<file path="src/rtl/tprc_pkg.sv">
`timescale 1ns / 1ps

package tprc_pkg;

    // Fixed point format of the curve arithmetic
    localparam int FRAC_BITS = 12;
    localparam int ONE_VAL   = 1 << FRAC_BITS;

    // Port field widths
    localparam int SLOT_W     = 4;
    localparam int RAW_W      = 16;
    localparam int GAIN_W     = 16;
    localparam int BLEND_W    = 13;
    localparam int SP_W       = 17;
    localparam int SD_W       = 13;
    localparam int CFG_IDX_W  = 2;
    localparam int CFG_DATA_W = 16;

    // Gain stage
    localparam int PROD_W      = RAW_W + GAIN_W + 1;
    localparam int DELTA_SHIFT = 3;
    localparam int P_TOP       = 4 * ONE_VAL;
    localparam int D_TOP       = ONE_VAL;

    // Curve operands
    localparam int X_W    = FRAC_BITS + 3;
    localparam int ROOT_W = FRAC_BITS + 2;
    localparam int RAD_W  = 2 * ROOT_W;
    localparam int SQ_W   = FRAC_BITS + 5;
    localparam int W_W    = FRAC_BITS + 1;
    localparam int A_W    = SQ_W;
    localparam int B_W    = X_W;
    localparam int PA_W   = A_W + W_W;
    localparam int PB_W   = B_W + W_W;
    localparam int SUM_W  = PA_W + 1;

    // Lanes: pressure and pressure change travel side by side
    localparam int LANES  = 2;
    localparam int LANE_P = 0;
    localparam int LANE_D = 1;

    // Pipeline depth
    localparam int SCALE_STG = 2;
    localparam int CURVE_STG = 3;
    localparam int NSTG      = SCALE_STG + ROOT_W + CURVE_STG;

    typedef enum logic [CFG_IDX_W-1:0] {
        CFG_PRESSURE_GAIN = 2'd0,
        CFG_CURVE_BLEND   = 2'd1
    } cfg_reg_e;

    typedef struct packed {
        logic                          sq_mode;
        logic [W_W-1:0]                w_a;
        logic [W_W-1:0]                w_b;
    } blend_t;

    typedef struct packed {
        logic [SLOT_W-1:0]             slot;
        logic [LANES-1:0][X_W-1:0]     x;
    } scaled_t;

    typedef struct packed {
        logic [SLOT_W-1:0]             slot;
        logic [LANES-1:0][X_W-1:0]     x;
        logic [LANES-1:0][ROOT_W-1:0]  r;
    } root_t;

    typedef struct packed {
        logic [SLOT_W-1:0]             slot;
        logic [SP_W-1:0]               pressure;
        logic [SD_W-1:0]               delta;
    } result_t;

endpackage

</file>
<file path="src/rtl/tprc_curve.sv">
`timescale 1ns / 1ps

module tprc_curve import tprc_pkg::*; (
    input  logic                  clk,
    input  logic [CURVE_STG-1:0]  adv,
    input  blend_t                blend,
    input  root_t                 root,
    output result_t               res
);

    logic [2*X_W-1:0]              xx [LANES];
    logic [LANES-1:0][SQ_W-1:0]    sq_next;
    logic [LANES-1:0][SQ_W-1:0]    sq_reg;
    root_t                         c0_reg;
    logic [A_W-1:0]                a_op [LANES];
    logic [B_W-1:0]                b_op [LANES];
    logic [LANES-1:0][PA_W-1:0]    pa_next;
    logic [LANES-1:0][PB_W-1:0]    pb_next;
    logic [LANES-1:0][PA_W-1:0]    pa_reg;
    logic [LANES-1:0][PB_W-1:0]    pb_reg;
    logic [SLOT_W-1:0]             slot1_reg;
    logic [SUM_W-1:0]              sum [LANES];
    logic [SUM_W-1:0]              y [LANES];
    result_t                       res_next;
    result_t                       res_reg;

    // Square each operand, keep the Q.12 part
    always_comb
    begin
        for (int l = 0; l < LANES; l++)
        begin
            xx[l]      = root.x[l] * root.x[l];
            sq_next[l] = xx[l][FRAC_BITS +: SQ_W];
        end
    end

    always_ff @(posedge clk)
    begin
        if (adv[0])
        begin
            sq_reg <= sq_next;
            c0_reg <= root;
        end
    end

    // Pick the two curve end points and weight them
    always_comb
    begin
        for (int l = 0; l < LANES; l++)
        begin
            if (blend.sq_mode)
            begin
                a_op[l] = sq_reg[l];
                b_op[l] = c0_reg.x[l];
            end
            else
            begin
                a_op[l] = A_W'(c0_reg.x[l]);
                b_op[l] = B_W'(c0_reg.r[l]);
            end
            pa_next[l] = a_op[l] * blend.w_a;
            pb_next[l] = b_op[l] * blend.w_b;
        end
    end

    always_ff @(posedge clk)
    begin
        if (adv[1])
        begin
            pa_reg    <= pa_next;
            pb_reg    <= pb_next;
            slot1_reg <= c0_reg.slot;
        end
    end

    // Add the weighted halves and truncate to Q.12
    always_comb
    begin
        for (int l = 0; l < LANES; l++)
        begin
            sum[l] = SUM_W'(pa_reg[l]) + SUM_W'(pb_reg[l]);
            y[l]   = sum[l] >> FRAC_BITS;
        end
        res_next.slot     = slot1_reg;
        res_next.pressure = SP_W'(y[LANE_P]);
        res_next.delta    = SD_W'(y[LANE_D]);
    end

    always_ff @(posedge clk)
    begin
        if (adv[2])
            res_reg <= res_next;
    end

    assign res = res_reg;

endmodule

</file>
<file path="config.mk">
export PLATFORM = sky130hd
export DESIGN_NAME = tprc_curve
export DESIGN_NICKNAME = d
export VERILOG_FILES = /design/src/rtl/tprc_pkg.sv /design/src/rtl/tprc_curve.sv
export SDC_FILE = /design/constraint.sdc
export NUM_CORES = 2
export LEC_CHECK = 0
export BUFFER_PORTS_ARGS = -buffer_cell sky130_fd_sc_hd__buf_2
export CAP_MARGIN = 20
export CORE_ASPECT_RATIO = 1.4
export CORE_MARGIN = 2
export CORE_UTILIZATION = 45
export DETAILED_ROUTE_END_ITERATION = 12
export GPL_ROUTABILITY_DRIVEN = 0
export PLACE_DENSITY = 0.62
export SYNTH_ARGS = -nofsm -noshare
export SYNTH_HDL_FRONTEND = slang
export SYNTH_SLANG_ARGS = --single-unit
</file>
<file path="constraint.sdc">
create_clock -name clk -period 7.8 [get_ports clk]
set_input_delay 0.39 -clock clk [delete_from_list [all_inputs] [get_ports clk]]
set_output_delay 0.39 -clock clk [all_outputs]
set_load 0.03 [all_outputs]
</file>
* Yosys cells after proc, flatten, opt, wreduce, memory -nomap -nowiden *
Cells that the tools add are included.

storage, ports and cells
  register bits = 241
  input port bits = 93
  logic and storage cells = 27

cells by class
  $add $sub $neg = 2
  multipliers = 6
  mux-type cells = 4

operators by type and width
  operator                      number
  multiplier 15 x 15 -> 29 bit  2
  two-way mux 17 bit            2
  two-way mux 15 bit            2
  adder 29 x 28 -> 29 bit       1
  multiplier 17 x 13 -> 29 bit  1
  multiplier 15 x 13 -> 28 bit  1
  adder 25 bit                  1
  multiplier 15 x 13 -> 25 bit  1
  multiplier 17 x 13 -> 25 bit  1

* Logic depth before layout (Yosys ltp) *
  depth after elaboration = 2
  mapped depth = 27
  mapped depth without buffers = 25

* Worst setup path after synthesis *
OpenSTA, ideal clock, no wires.

  kind = input to register
  start = in blend[26] in the netlist's numbering
  end = reg pa_reg[26] in the netlist's numbering, data pin
  library setup time = 0.263 ns
  arrival time = 6.858 ns
  required time = 7.537 ns
  path slack = 0.679 ns
  cell stages on the path = 26
  path through = clkbuf_1 > clkbuf_1 > clkbuf_1 > mux2_2 > clkbuf_1 > and2_1 > fa_1 > inv_1 > fa_1 > inv_1 > fa_1 > fa_1 > inv_1 > fa_1 > inv_1 > ha_1 > a21o_1 > a21oi_1 > nor2b_1 > o21ai_1 > a211o_1 > a31oi_2 > o221ai_2 > a2111oi_2 > nor2_1 > xor2_1

RTL lines
  item                  RTL line          text
  from (decl)           tprc_curve.sv:6   input blend_t blend,
  to (signal assigned)  tprc_curve.sv:70  pa_reg <= pa_next;
  to (decl)             tprc_curve.sv:19  logic [LANES-1:0][PA_W-1:0] pa_reg;

==> out/results.txt <==
CP max FO: 13
Die W: 275.2 µm
Setup Slack @ Placement: 0.8366 ns
ranking of synthesized cells by area: fa_1 38%, edfxtp_1 16%, ha_1 13%
Post-DP HPWL: 92.91 mm
Fillers: 9704
Setup TNS: 0 ns
number of cells upsized or downsized after cts: 0
Rows: 139
most frequent cell after synthesis: inv_1
initial core utilization: 45.31%
gr ovfl total: 0
ys async rst share: 0%
Synthesized Nets: 6232
ANT cells: 0
CP endpoint kind: flop
WP data required: 8.16 ns
Final period util: 84.07%
f_max: 0.1525 GHz
Worst-Margin Slew: 1.010 ns
Reg clk slew, reported paths: 0.06 ns
Synth cell types: 66
number of routed nets with antenna violations: 0
Max Clock Skew: 0.02200 ns
Setup violations, final: 0
Primary FF master, synth: edfxtp_1
CTS Buffer Depth: 3
Cells after Synth: 4784
total number of yosys warnings: 0
fin nets: 6257
number of synthesized flops with an enable pin: 241
full die area: 0.1056 mm²
Synth top cells by count: 1204 x inv_1, 875 x fa_1, 611 x nand2_1
Final Max Slew Viols: 0
Floorplan Core Area: 0.1023 mm²
Mapped Avg Cell Area: 9.686 µm²
area of the multi-input gates: 0.03388 mm²
vias: 31380
Routed WL: 113.8 mm
Max Cap Violations: 0
WS Path Type: flop to flop
post-synth design cell area: 0.04634 mm²
dominant cell type by area after synthesis: fa_1
Fin. Hold Viols: 0
crit path launch type: flop
worst hold path class: input port to flop
clk sinks: 241
CTS Buf Count: 30
CTS tree: done
first-pass GRT wire length: 181.9 mm
initial antenna violation count: 2
Avg WL per Cell: 18.45 µm
initial DRC count: 1197
largest net degree at the start of global routing: 72
DP Cell Count: 6087
Max transition margin: 32.67%
CTS root buffer: clkbuf_16
outcome: complete, no violations
clk_lat worst skew: 0.62 ns
number of I/O port buffers: 126
Seq. cell area: 0.007237 mm²
final worst setup slack: 1.242 ns
area grow syn2layout: 6.648%
number of flip-flops in the largest register: 62
Die H: 383.7 µm
layout cells sized above 1: 5.629%
unrepaired setup endpoints after global routing: no
vias per inst: 5.085
htree depth: 1
number of global-route vias before repair: 34040
post-CTS setup buffers: 0
Pre-antenna DRT Iters: 6
DR DRC count: 0
Synth Register Bits: 241
fin crit period: 6.558 ns
Synth top area share: 37.80%
I/O pins: 127
# hold bufs at CTS: 28
critical path arrival: 6.92 ns
final std cells w/o fill: 6171
post-synthesis sequential area ratio: 15.62%
Total Routing Usage GR: 22.36%
cells in the final DEF, fill, tap and decap left out, types with 31 or more instances in the layout:
| cell | count |
|---|---|
| a21o_1 | 35 |
| a21oi_1 | 91 |
| and2_1 | 414 |
| and3_1 | 45 |
| buf_2 | 123 |
| edfxtp_1 | 241 |
| fa_1 | 875 |
| ha_1 | 480 |
| inv_1 | 1204 |
| mux2_2 | 60 |
| nand2_1 | 611 |
| nor2_1 | 83 |
| nor3_1 | 31 |
| xnor2_1 | 118 |
| xor2_1 | 53 |
per-layer routing:
| layer | share of wire, % | GRT usage [%] | wire [µm] |
|---|---|---|---|
| met1 | 39 | 26.59 | 44370 |
| met2 | 52 | 40.68 | 59390 |
| met3 | 3.5 | 1.925 | 4016 |
| met4 | 5.3 | 10.21 | 6043 |
| met5 | 0.0079 | 0 | 9 |
final cells by class:
class | count | share of cell area (%)
clock buffers | 35 | 1.557
clock inverters | 20 | 0.4076
inverters | 1204 | 9.145
multi-input cells | 3153 | 68.56
flip-flops and latches | 241 | 14.64
well taps | 1339 | 3.390
repair buffers | 179 | 2.294
worst paths after layout:
path / start / endpoint / slack (ns) / cells past startpoint
setup / recovery: c0_reg[38] / pa_reg[26] / 1.24 / 22
hold / removal: root[0] / c0_reg[0] / 0.04 / 1
setup reg to reg: c0_reg[38] / pa_reg[26] / 1.24 / 22
hold reg to reg: slot1_reg[2] / res[32] / 0.42 / 0
cell families (layout without fill, tap and decap cells):
group           Yosys count  after routing  share of synthesized area [%]
mux                      62             62                          1.501
compound gates          280            280                          4.104
xor+xnor                171            171                          3.232
fa+ha+maj              1355           1355                          50.76
simple gates           1285           1285                          13.52
flops                   241            241                          15.62
buf+inv                1390           1438                          11.26
stage by stage:
stage | instance area, µm² | utilization, % | hold slack [ns]
detailed placement | 48160 | 47.09 | 0.4071
global placement | 48160 | 47.09 | 0.4015
finish | 49420 | 48.32 | 0.03790
CTS | 49410 | 48.31 | 0.0005996
global route | 49420 | 48.32 | 0.01994
floorplan | 46340 | - | 0.4003
worst max-delay path, cell delays in order (launching register included):
cell and delay (ns):
edfxtp_1 0.52, mux2_2 0.45, and2_1 0.23, fa_1 0.50, inv_1 0.05, fa_1 0.47, inv_1 0.05, fa_1 0.49
fa_1 0.54, inv_1 0.05, fa_1 0.47, inv_1 0.04, ha_1 0.32, a21o_1 0.19, a21oi_1 0.21, nor2b_1 0.20
o21ai_1 0.11, a211o_1 0.28, a31oi_2 0.26, o221ai_2 0.16, a2111oi_2 0.42, nor2_1 0.13, xor2_1 0.15
Power is left out: the tool's default activity adds up to more than one toggle a clock period on the data nets, which glitch-free logic cannot reach.
