File: config.mk
export PLATFORM = sky130hd
export DESIGN_NAME = tprc_root
export DESIGN_NICKNAME = d
export VERILOG_FILES = /design/src/rtl/tprc_pkg.sv /design/src/rtl/tprc_root.sv
export SDC_FILE = /design/constraint.sdc
export NUM_CORES = 1
export LEC_CHECK = 0
export BUFFER_PORTS_ARGS = -buffer_cell sky130_fd_sc_hd__buf_2
export CORE_ASPECT_RATIO = 0.75
export CORE_UTILIZATION = 55
export DETAILED_ROUTE_END_ITERATION = 8
export PLACE_DENSITY = 0.72
export SYNTH_ARGS = -nofsm -noshare
export SYNTH_HDL_FRONTEND = slang
export SYNTH_SLANG_ARGS = --single-unit
File: constraint.sdc
create_clock -name clk -period 3.8 [get_ports clk]
set_input_delay 0.76 -clock clk [delete_from_list [all_inputs] [get_ports clk]]
set_output_delay 0.76 -clock clk [all_outputs]
set_load 0.01 [all_outputs]
File: src/rtl/tprc_pkg.sv
`timescale 1ns / 1ps

package tprc_pkg;

    // Fixed point format of the curve arithmetic
    localparam int FRAC_BITS = 12;
    localparam int ONE_VAL   = 1 << FRAC_BITS;

    // Port field widths
    localparam int SLOT_W     = 4;
    localparam int RAW_W      = 16;
    localparam int GAIN_W     = 16;
    localparam int BLEND_W    = 13;
    localparam int SP_W       = 17;
    localparam int SD_W       = 13;
    localparam int CFG_IDX_W  = 2;
    localparam int CFG_DATA_W = 16;

    // Gain stage
    localparam int PROD_W      = RAW_W + GAIN_W + 1;
    localparam int DELTA_SHIFT = 3;
    localparam int P_TOP       = 4 * ONE_VAL;
    localparam int D_TOP       = ONE_VAL;

    // Curve operands
    localparam int X_W    = FRAC_BITS + 3;
    localparam int ROOT_W = FRAC_BITS + 2;
    localparam int RAD_W  = 2 * ROOT_W;
    localparam int SQ_W   = FRAC_BITS + 5;
    localparam int W_W    = FRAC_BITS + 1;
    localparam int A_W    = SQ_W;
    localparam int B_W    = X_W;
    localparam int PA_W   = A_W + W_W;
    localparam int PB_W   = B_W + W_W;
    localparam int SUM_W  = PA_W + 1;

    // Lanes: pressure and pressure change travel side by side
    localparam int LANES  = 2;
    localparam int LANE_P = 0;
    localparam int LANE_D = 1;

    // Pipeline depth
    localparam int SCALE_STG = 2;
    localparam int CURVE_STG = 3;
    localparam int NSTG      = SCALE_STG + ROOT_W + CURVE_STG;

    typedef enum logic [CFG_IDX_W-1:0] {
        CFG_PRESSURE_GAIN = 2'd0,
        CFG_CURVE_BLEND   = 2'd1
    } cfg_reg_e;

    typedef struct packed {
        logic                          sq_mode;
        logic [W_W-1:0]                w_a;
        logic [W_W-1:0]                w_b;
    } blend_t;

    typedef struct packed {
        logic [SLOT_W-1:0]             slot;
        logic [LANES-1:0][X_W-1:0]     x;
    } scaled_t;

    typedef struct packed {
        logic [SLOT_W-1:0]             slot;
        logic [LANES-1:0][X_W-1:0]     x;
        logic [LANES-1:0][ROOT_W-1:0]  r;
    } root_t;

    typedef struct packed {
        logic [SLOT_W-1:0]             slot;
        logic [SP_W-1:0]               pressure;
        logic [SD_W-1:0]               delta;
    } result_t;

endpackage

File: src/rtl/tprc_root.sv
`timescale 1ns / 1ps

module tprc_root import tprc_pkg::*; (
    input  logic                clk,
    input  logic [ROOT_W-1:0]   adv,
    input  scaled_t             scaled,
    output root_t               root
);

    logic [ROOT_W+1:0]  rem_reg  [ROOT_W][LANES];
    logic [ROOT_W-1:0]  q_reg    [ROOT_W][LANES];
    logic [RAD_W-1:0]   rad_reg  [ROOT_W][LANES];
    logic [X_W-1:0]     x_reg    [ROOT_W][LANES];
    logic [SLOT_W-1:0]  slot_reg [ROOT_W];

    // One root bit per stage, restoring digit recurrence on x << FRAC_BITS
    for (genvar s = 0; s < ROOT_W; s++)
    begin : g_stg
        logic [SLOT_W-1:0] slot_in;

        if (s == 0)
        begin : g_first
            assign slot_in = scaled.slot;
        end
        else
        begin : g_next
            assign slot_in = slot_reg[s-1];
        end

        always_ff @(posedge clk)
        begin
            if (adv[s])
                slot_reg[s] <= slot_in;
        end

        for (genvar l = 0; l < LANES; l++)
        begin : g_lane
            logic [ROOT_W+1:0] rem_in;
            logic [ROOT_W-1:0] q_in;
            logic [RAD_W-1:0]  rad_in;
            logic [X_W-1:0]    x_in;
            logic [ROOT_W+1:0] shifted;
            logic [ROOT_W+1:0] trial;
            logic [ROOT_W+1:0] rem_next;
            logic [ROOT_W-1:0] q_next;
            logic [RAD_W-1:0]  rad_next;

            if (s == 0)
            begin : g_first
                assign rem_in = '0;
                assign q_in   = '0;
                assign rad_in = RAD_W'({scaled.x[l], {FRAC_BITS{1'b0}}});
                assign x_in   = scaled.x[l];
            end
            else
            begin : g_next
                assign rem_in = rem_reg[s-1][l];
                assign q_in   = q_reg[s-1][l];
                assign rad_in = rad_reg[s-1][l];
                assign x_in   = x_reg[s-1][l];
            end

            // Bring down two radicand bits and try the next root bit
            always_comb
            begin
                shifted  = {rem_in[ROOT_W-1:0], rad_in[RAD_W-1 -: 2]};
                trial    = {q_in, 2'b01};
                rad_next = {rad_in[RAD_W-3:0], 2'b00};
                if (shifted >= trial)
                begin
                    rem_next = shifted - trial;
                    q_next   = {q_in[ROOT_W-2:0], 1'b1};
                end
                else
                begin
                    rem_next = shifted;
                    q_next   = {q_in[ROOT_W-2:0], 1'b0};
                end
            end

            always_ff @(posedge clk)
            begin
                if (adv[s])
                begin
                    rem_reg[s][l] <= rem_next;
                    q_reg[s][l]   <= q_next;
                    rad_reg[s][l] <= rad_next;
                    x_reg[s][l]   <= x_in;
                end
            end
        end
    end

    // Present the finished roots with their operands
    always_comb
    begin
        root.slot = slot_reg[ROOT_W-1];
        for (int l = 0; l < LANES; l++)
        begin
            root.x[l] = x_reg[ROOT_W-1][l];
            root.r[l] = q_reg[ROOT_W-1][l];
        end
    end

endmodule

# Word-level counts from Yosys, hierarchy flattened
# Memory sizes are Yosys's and may differ from the RTL's.
# Index checks and enable logic that the tools add are counted.
# totals
ff_bits	0
n_memories	5
ram_bits	2044
inputBits	49
output_inout_bits	62
# mem_list
memory	depth	word_bits	rd	rd_clocked_by_memory_dff	write_ports	line_no	rtl
rad_reg	14	52	13	0	14	tprc_root.sv:12	logic [RAD_W-1:0] rad_reg [ROOT_W][LANES];
rem_reg	14	32	13	0	14	tprc_root.sv:10	logic [ROOT_W+1:0] rem_reg [ROOT_W][LANES];
x_reg	14	30	14	0	14	tprc_root.sv:13	logic [X_W-1:0] x_reg [ROOT_W][LANES];
q_reg	14	28	14	0	14	tprc_root.sv:11	logic [ROOT_W-1:0] q_reg [ROOT_W][LANES];
slot_reg	14	4	14	0	14	tprc_root.sv:14	logic [SLOT_W-1:0] slot_reg [ROOT_W];
# op_classes
muxes	84
addsub	28
magnitude_cmp	28
# ops
operator	n
16-bit two-way mux	28
16-bit >= comparator	26
16-bit subtractor	26
1-bit two-way mux	56
1-bit by 1-bit subtractor with 2-bit output, second input constant	2
1-bit >= comparator, second input constant	2

# Depth between registers and ports, before layout
# Gate-level depths: netlist of run 1.
# An unclocked memory read counts as a cell.
# depth
depth_word	3
depth_mapped	11
depth_no_buf	10

# Worst setup path after synthesis of run 1
# Ideal clock, no wire load.
# synth_timing
path_kind	flip-flop to flip-flop
start	memory q_reg[1][42] (netlist bit)
end	memory rem_reg[1][84] (netlist bit) (data pin)
slack_ns	1.144
path_buffers	1
t_arrival_ns	2.396
setup_ns	0.260
t_required_ns	3.540
path_stages_with_launch	12
cell_sequence	edfxtp_1 -> inv_1 -> ha_1 -> inv_1 -> fa_1 -> nand2b_1 -> a21oi_1 -> a211oi_2 -> o31a_1 -> nand4bb_1 -> buf_2 -> mux2_2
# synth_rtl
item	line_no
from (decl)	tprc_root.sv:11
to (decl)	tprc_root.sv:10

==> results of run 1 <==
## cell usage in the layout (no fill, tap or decap), types with 11 or more instances in the layout
| cell type | n |
|---|---|
| and2_1 | 11 |
| o211ai_1 | 14 |
| buf_2 | 106 |
| clkbuf_16 | 94 |
| xnor2_1 | 115 |
| nand3_1 | 31 |
| inv_1 | 273 |
| a21oi_1 | 142 |
| a211oi_1 | 26 |
| nand2_1 | 151 |
| or3_1 | 24 |
| nand4_1 | 14 |
| nor3_1 | 76 |
| clkinv_1 | 20 |
| o21a_1 | 37 |
| nor2_1 | 187 |
| o21ai_0 | 131 |
| o31ai_1 | 17 |
| buf_4 | 22 |
| nand2b_1 | 32 |
| clkinv_2 | 13 |
| xor2_1 | 77 |
| edfxtp_1 | 978 |
| nor4_1 | 25 |
| a21o_1 | 26 |
| nor2b_1 | 24 |
| mux2i_1 | 11 |
| bufinv_16 | 14 |
| mux2_2 | 42 |
| mux2_1 | 29 |
| clkbuf_1 | 15 |
| ha_1 | 214 |
| o21bai_1 | 12 |
| o21ai_1 | 15 |
## routing by layer
metal	wire length, um	part of all wire
met1	30700	0.45
met2	32180	0.47
met3	3361	0.050
met5	0	0
met4	1604	0.024
## cell families after synthesis
group                      count (synthesis)  synth area share
other                                      1        0.00008824
AOI/OAI and AO/OA                        506           0.07490
xor gates and xnor gates                 192           0.03957
adders and majority gates                224           0.06772
muxes                                     84           0.02211
and+or+nand+nor                          647           0.07687
buffers and inverters                    303           0.02765
DFF                                      978            0.6911
## power groups by stage
stage | clock, mW | combinational, mW | sequential, mW
after floorplan | 0 | 2.42 | 13.8
after global placement | 0 | 3.12 | 13.9
after detailed placement | 0 | 3.27 | 13.9
after CTS | 9.59 | 3.30 | 13.7
after global routing | 10.0 | 3.71 | 13.8
final | 9.35 | 3.31 | 13.7
## worst min-delay path by stage
stage | end | slack [ns]
6_report | x_reg[0][14] | 0.27
3_5_place_dp | slot_reg[0][17] | 0.40
5_1_grt | x_reg[0][12] | 0.24
4_1_cts | x_reg[0][12] | 0.22
2_1_floorplan | slot_reg[0][10] | 0.40
3_3_place_gp | x_reg[0][34] | 0.40
## stage by stage
stage | setup slack, ns | total power [mW] | utilization
2_1_floorplan | 1.144 | 16.17 | -
3_3_place_gp | 0.8335 | 17.01 | 0.5864
3_5_place_dp | 0.6884 | 17.21 | 0.5864
4_1_cts | 0.7010 | 26.61 | 0.6275
5_1_grt | 0.4065 | 27.53 | 0.6275
6_report | 0.7126 | 26.38 | 0.6275
## cell type report
cell class,count,share of cell area
multi-input cells,1655,0.2515
well taps,1023,0.02693
repair buffers,132,0.01632
inverters,279,0.02208
flip-flops and latches,978,0.6178
clock buffers,109,0.05067
clock inverters,56,0.01471
==> impl_metrics.tcl, run 1 <==
set metrics [dict create \
    grtUsageMet3 0.03396 \
    die_area_um2 78390 \
    fin_area_um2 47540 \
    clk_latency_ns 0.67 \
    initialDrtViolationCount 1842 \
    fmax_ghz 0.3239 \
    hold_viol_final 0 \
    rr_worst_depth 9 \
    num-fill-cells 5400 \
    synth_edf_count 978 \
    dp_cells 4067 \
    path_depth 9 \
    gp_congestion 0.8943 \
    cts.reportedPaths.clkPinSlew_ns 0.06 \
    grt_use_met1 0.2367 \
    netSwitchingFraction 0.2357 \
    numPortBuffers 110 \
    drive_above_1_share 0.1081 \
    grtUsageTotal 0.1767 \
    r2r_end "rem_reg[1][88]" \
    clk_path_buf_depth 3 \
    synth_cells 2935 \
    routedWlPerCell_um 16.03 \
    grt_antenna_before_repair 1 \
    wl_um 67850 \
    synthTopCellsByCount "edfxtp_1 (978), inv_1 (273), ha_1 (214)" \
    postSynth.asyncResetShare 0 \
    ios 111 \
    combinationalPowerShare 0.125 \
    drcViolationCount 0 \
    crit_required_ns 4.21 \
    die_h_um 242.7 \
    setup_viol 0 \
    nNetsFinal 3411 \
    ant_nets 0 \
    clockRootBuffer "clkbuf_16" \
    synth_ff_type "edfxtp_1" \
    synth_top_area_share 0.6911 \
    path_class "register to register" \
    min_period_over_period 0.8125 \
    critPathMaxStageDelay_ns 0.50 \
    cts_buffers 92 \
    grt_busiest_layer "met2" \
    r2r_slack_ns 0.71 \
    end_kind "register" \
    multi_input_area_um2 11960 \
    placed_area_um2 44430 \
    worst_slew_pin_slew_ns 1.061 \
    first_global_vias 23420 \
    vdd_drop_max_uv 405.4 \
    start_kind "register" \
    die_w_um 323.0 \
    internal_power_mw 20.16 \
    grtUsageMet2 0.2939 \
    yosysTopAreaCell "edfxtp_1" \
    worst_path_max_delay_cell "nand4bb_1" \
    seqCellArea_um2 29370 \
    ys_types 86 \
    critical_path_buf_inv_count 1 \
    maxCapViolations 0 \
    grt_max_degree 85 \
    yosys_warnings 0 \
    hold_depth 1 \
    area_growth_pct 11.87 \
    diodes 0 \
    final_cells 4232 \
    p_per_area_nw_per_um2 554.8 \
    hp-class "primary input to register" \
    cts_tree "done" \
    via_per_inst 5.440 \
    timing.max_slew.rel_slack 0.2926 \
    seqPwrFrac 0.520 \
    largest_reg_flops 415 \
    vias 23020 \
    hp-start "scaled[29]" \
    finClkSkew_ns 0.02293 \
    holdWs_ns 0.2740 \
    cts_hold_buffers 0 \
    first_pass_iters 8 \
    status "finished, final reports clean" \
    start_util 0.5609 \
    cp_top_family "simple AND/OR/NAND/NOR gates" \
    yosysSeqAreaShare 0.6911 \
    power.share.clock 0.355 \
    hpwl_um 47670 \
    htree_levels 3 \
    critPathMaxFanout 12 \
    grt_overflow 0 \
    path_cells "ha_1 > inv_1 > fa_1 > nand2b_1 > a21oi_1 > a211oi_2 > o31a_1 > nand4bb_1 > mux2_2" \
    period_minus_slack_ns 3.087 \
    rsz0062_at_grt "false" \
    yosysMostFrequentCell "edfxtp_1" \
    power.switching_mw 6.216 \
    cp.arrival_ns 3.49 \
    row_count 87 \
    critPathLaunch "rem_reg[1][48]" \
    timing.rr.start "rem_reg[1][48]" \
    cts_sinks 978 \
    tns_ns 0 \
    grt_pass1_wl_um 113300 \
    power.leakage_nw 18.05 \
    synth_area_per_cell_um2 14.48 \
    cts.repair.resized 0 \
    final_max_slew_viol_count 0 \
    synth.area.top_cells "edfxtp_1 (69%), ha_1 (6.3%), inv_1 (2.4%), xnor2_1 (2.4%), a21oi_1 (1.7%)" \
    ys_seq_elements 978 \
    crit_end "rem_reg[1][88]" \
    netlist_area_um2 42500 \
    coreArea_um2 75760 \
    cts_setup_buffers 0 \
]
(Power assumes the default switching activity.)
==> run 2, diff against run 1 <==
--- a/config.mk
+++ b/config.mk
@@ -9,7 +9,7 @@
 export CORE_ASPECT_RATIO = 0.75
 export CORE_UTILIZATION = 55
 export DETAILED_ROUTE_END_ITERATION = 8
-export PLACE_DENSITY = 0.72
+export PLACE_DENSITY = 0.74
 export SYNTH_ARGS = -nofsm -noshare
 export SYNTH_HDL_FRONTEND = slang
 export SYNTH_SLANG_ARGS = --single-unit
==> constraint.sdc (replaced) <==
create_clock -name clk -period 2.7 [get_ports clk]
set_input_delay 0.54 -clock clk [delete_from_list [all_inputs] [get_ports clk]]
set_output_delay 0.54 -clock clk [all_outputs]
set_load 0.01 [all_outputs]
==> run 2 against run 1 <==
Effect of this change: flip-flop and latch count is the same; first-iteration DRC count shrank 15%; count of clock-buffer cells in the layout shrank 2.
==> impl_metrics.tcl, run 2 (synthesis results as in run 1) <==
set metrics [dict create \
    status "finished, final reports clean" \
    numPortBuffers 110 \
    die_h_um 242.7 \
    clk_path_buf_depth 3 \
    crit_required_ns 3.09 \
    final_max_slew_viol_count 0 \
    vdd_drop_max_uv 577.4 \
    fmax_ghz 0.3726 \
    row_count 87 \
    grtUsageTotal 0.1812 \
    critPathMaxStageDelay_ns 0.38 \
    cts_sinks 978 \
    hpwl_um 49210 \
    via_per_inst 5.477 \
    setup_viol 0 \
    cp.arrival_ns 3.08 \
    path_cells "inv_1 > ha_2 > inv_2 > fa_2 > nand2b_4 > a21oi_4 > o311a_1 > o21ai_2 > a22o_4 > clkbuf_16 > mux2_4" \
    layout_commonest_cell "edfxtp_1" \
    coreArea_um2 75760 \
    hp-class "primary input to register" \
    seqCellArea_um2 29370 \
    placed_area_um2 44880 \
    drcViolationCount 0 \
    start_kind "register" \
    gp_congestion 0.8982 \
    fin_area_um2 48150 \
    multi_input_area_um2 12250 \
    worst_slew_pin_slew_ns 0.8218 \
    hold_viol_final 0 \
    p_per_area_nw_per_um2 758.4 \
    grt_overflow 0 \
    worst_path_max_delay_cell "edfxtp_1" \
    first_pass_iters 7 \
    htree_levels 3 \
    place_ws_ns -0.1502 \
    vias 23450 \
    cts_tree "done" \
    clk_latency_ns 0.64 \
    start_util 0.5609 \
    min_period_over_period 0.9940 \
    tns_ns 0 \
    critPathLaunch "q_reg[1][84]" \
    grt_antenna_before_repair 0 \
    maxCapViolations 0 \
    wl_um 70330 \
    final_cell_mix "edfxtp_1 (978), inv_1 (269), ha_1 (211)" \
    first_global_vias 23690 \
    nNetsFinal 3464 \
    rsz0062_at_grt "true" \
    grt_pass1_wl_um 115600 \
    grt_max_degree 67 \
    routedWlPerCell_um 16.42 \
    period_minus_slack_ns 2.684 \
    largest_reg_flops 415 \
    hp-start "scaled[13]" \
    cts.reportedPaths.clkPinSlew_ns 0.06 \
    finClkSkew_ns 0.02008 \
    power.leakage_nw 18.39 \
    die_area_um2 78390 \
    diodes 0 \
    timing.rr.start "q_reg[1][84]" \
    area_growth_pct 13.31 \
    end_kind "register" \
    clockRootBuffer "clkbuf_16" \
    ant_nets 0 \
    drive_above_1_share 0.1353 \
    num-fill-cells 5407 \
    cts_buffers 90 \
    critPathMaxFanout 6 \
    worst_slack_ns 0.01626 \
    timing.max_slew.rel_slack 0.4471 \
    ios 111 \
    initialDrtViolationCount 1567 \
    final_util 0.6356 \
    die_w_um 323.0 \
    path_class "register to register" \
]
-- run 2: cell count changes in the layout (fill, tap and decap cells not counted), sizes merged --
| cell | delta |
|---|---|
| clkbuf | +1 |
| bufinv | -8 |
| inv | -1 |
| buf | +52 |
| clkinv | +6 |
-- run 2: worst paths after layout --
kind                      to  slack, ns  cells past startpoint
max          rem_reg[1][135]       0.02                     11
max reg2reg  rem_reg[1][135]       0.02                     11
min reg2reg   slot_reg[1][2]       0.40                      0
min             x_reg[0][28]       0.07                      1
-- run 2: what timing repair did --
| item | in CTS | in global routing |
|---|---|---|
| gates resized for setup | 7 | 60 |
| setup buffers | 1 | 13 |
| pin swaps | 2 | 16 |
| hold buffers | 0 | 0 |
| endpoints found under the setup margin | 36 | 68 |
| cloned | 0 | 3 |
-- run 2: layer usage --
metal / track usage / share of wire / up-vias
met5: 0 / 0 / -
met4: 0.06677 / 0.030 / 0
met3: 0.02987 / 0.047 / 180
met2: 0.2969 / 0.47 / 666
met1: 0.2446 / 0.45 / 11170
li1: - / - / 11440
-- run 2: per-stage QoR --
step                hold slack, ns  std cells  power, mW
floorplan                   0.4003       2936      22.76
global placement            0.4019       4105      24.10
detailed placement          0.4045       4105      24.36
CTS                        0.02996       4266      36.45
global route               0.03471       4282      38.11
finish                     0.06715       4282      36.52
-- run 2: worst max-delay path: cells and delay by family, from the launching register on --
family          cells  cell delay, ns
simple gates        1            0.16
flops               1            0.38
buf+inv             3            0.29
mux                 1            0.29
fa+ha+maj           2            0.57
compound gates      4            0.76
-- run 2: cell type report --
type,count,share of cell area
clock buffer,107,0.04854
timing repair buffer,187,0.02941
tap,1023,0.02658
sequential,978,0.6099
clock inverter,53,0.009329
multi-input combinational,1655,0.2544
inverter,279,0.02180
-- run 2: report_power, final --
part / switching, mW / total [mW] / internal [mW]
logic: 2.71 / 5.18 / 2.46
registers: 0.768 / 19.3 / 18.5
clock network: 5.26 / 12.0 / 6.76
total: 8.75 / 36.5 / 27.8
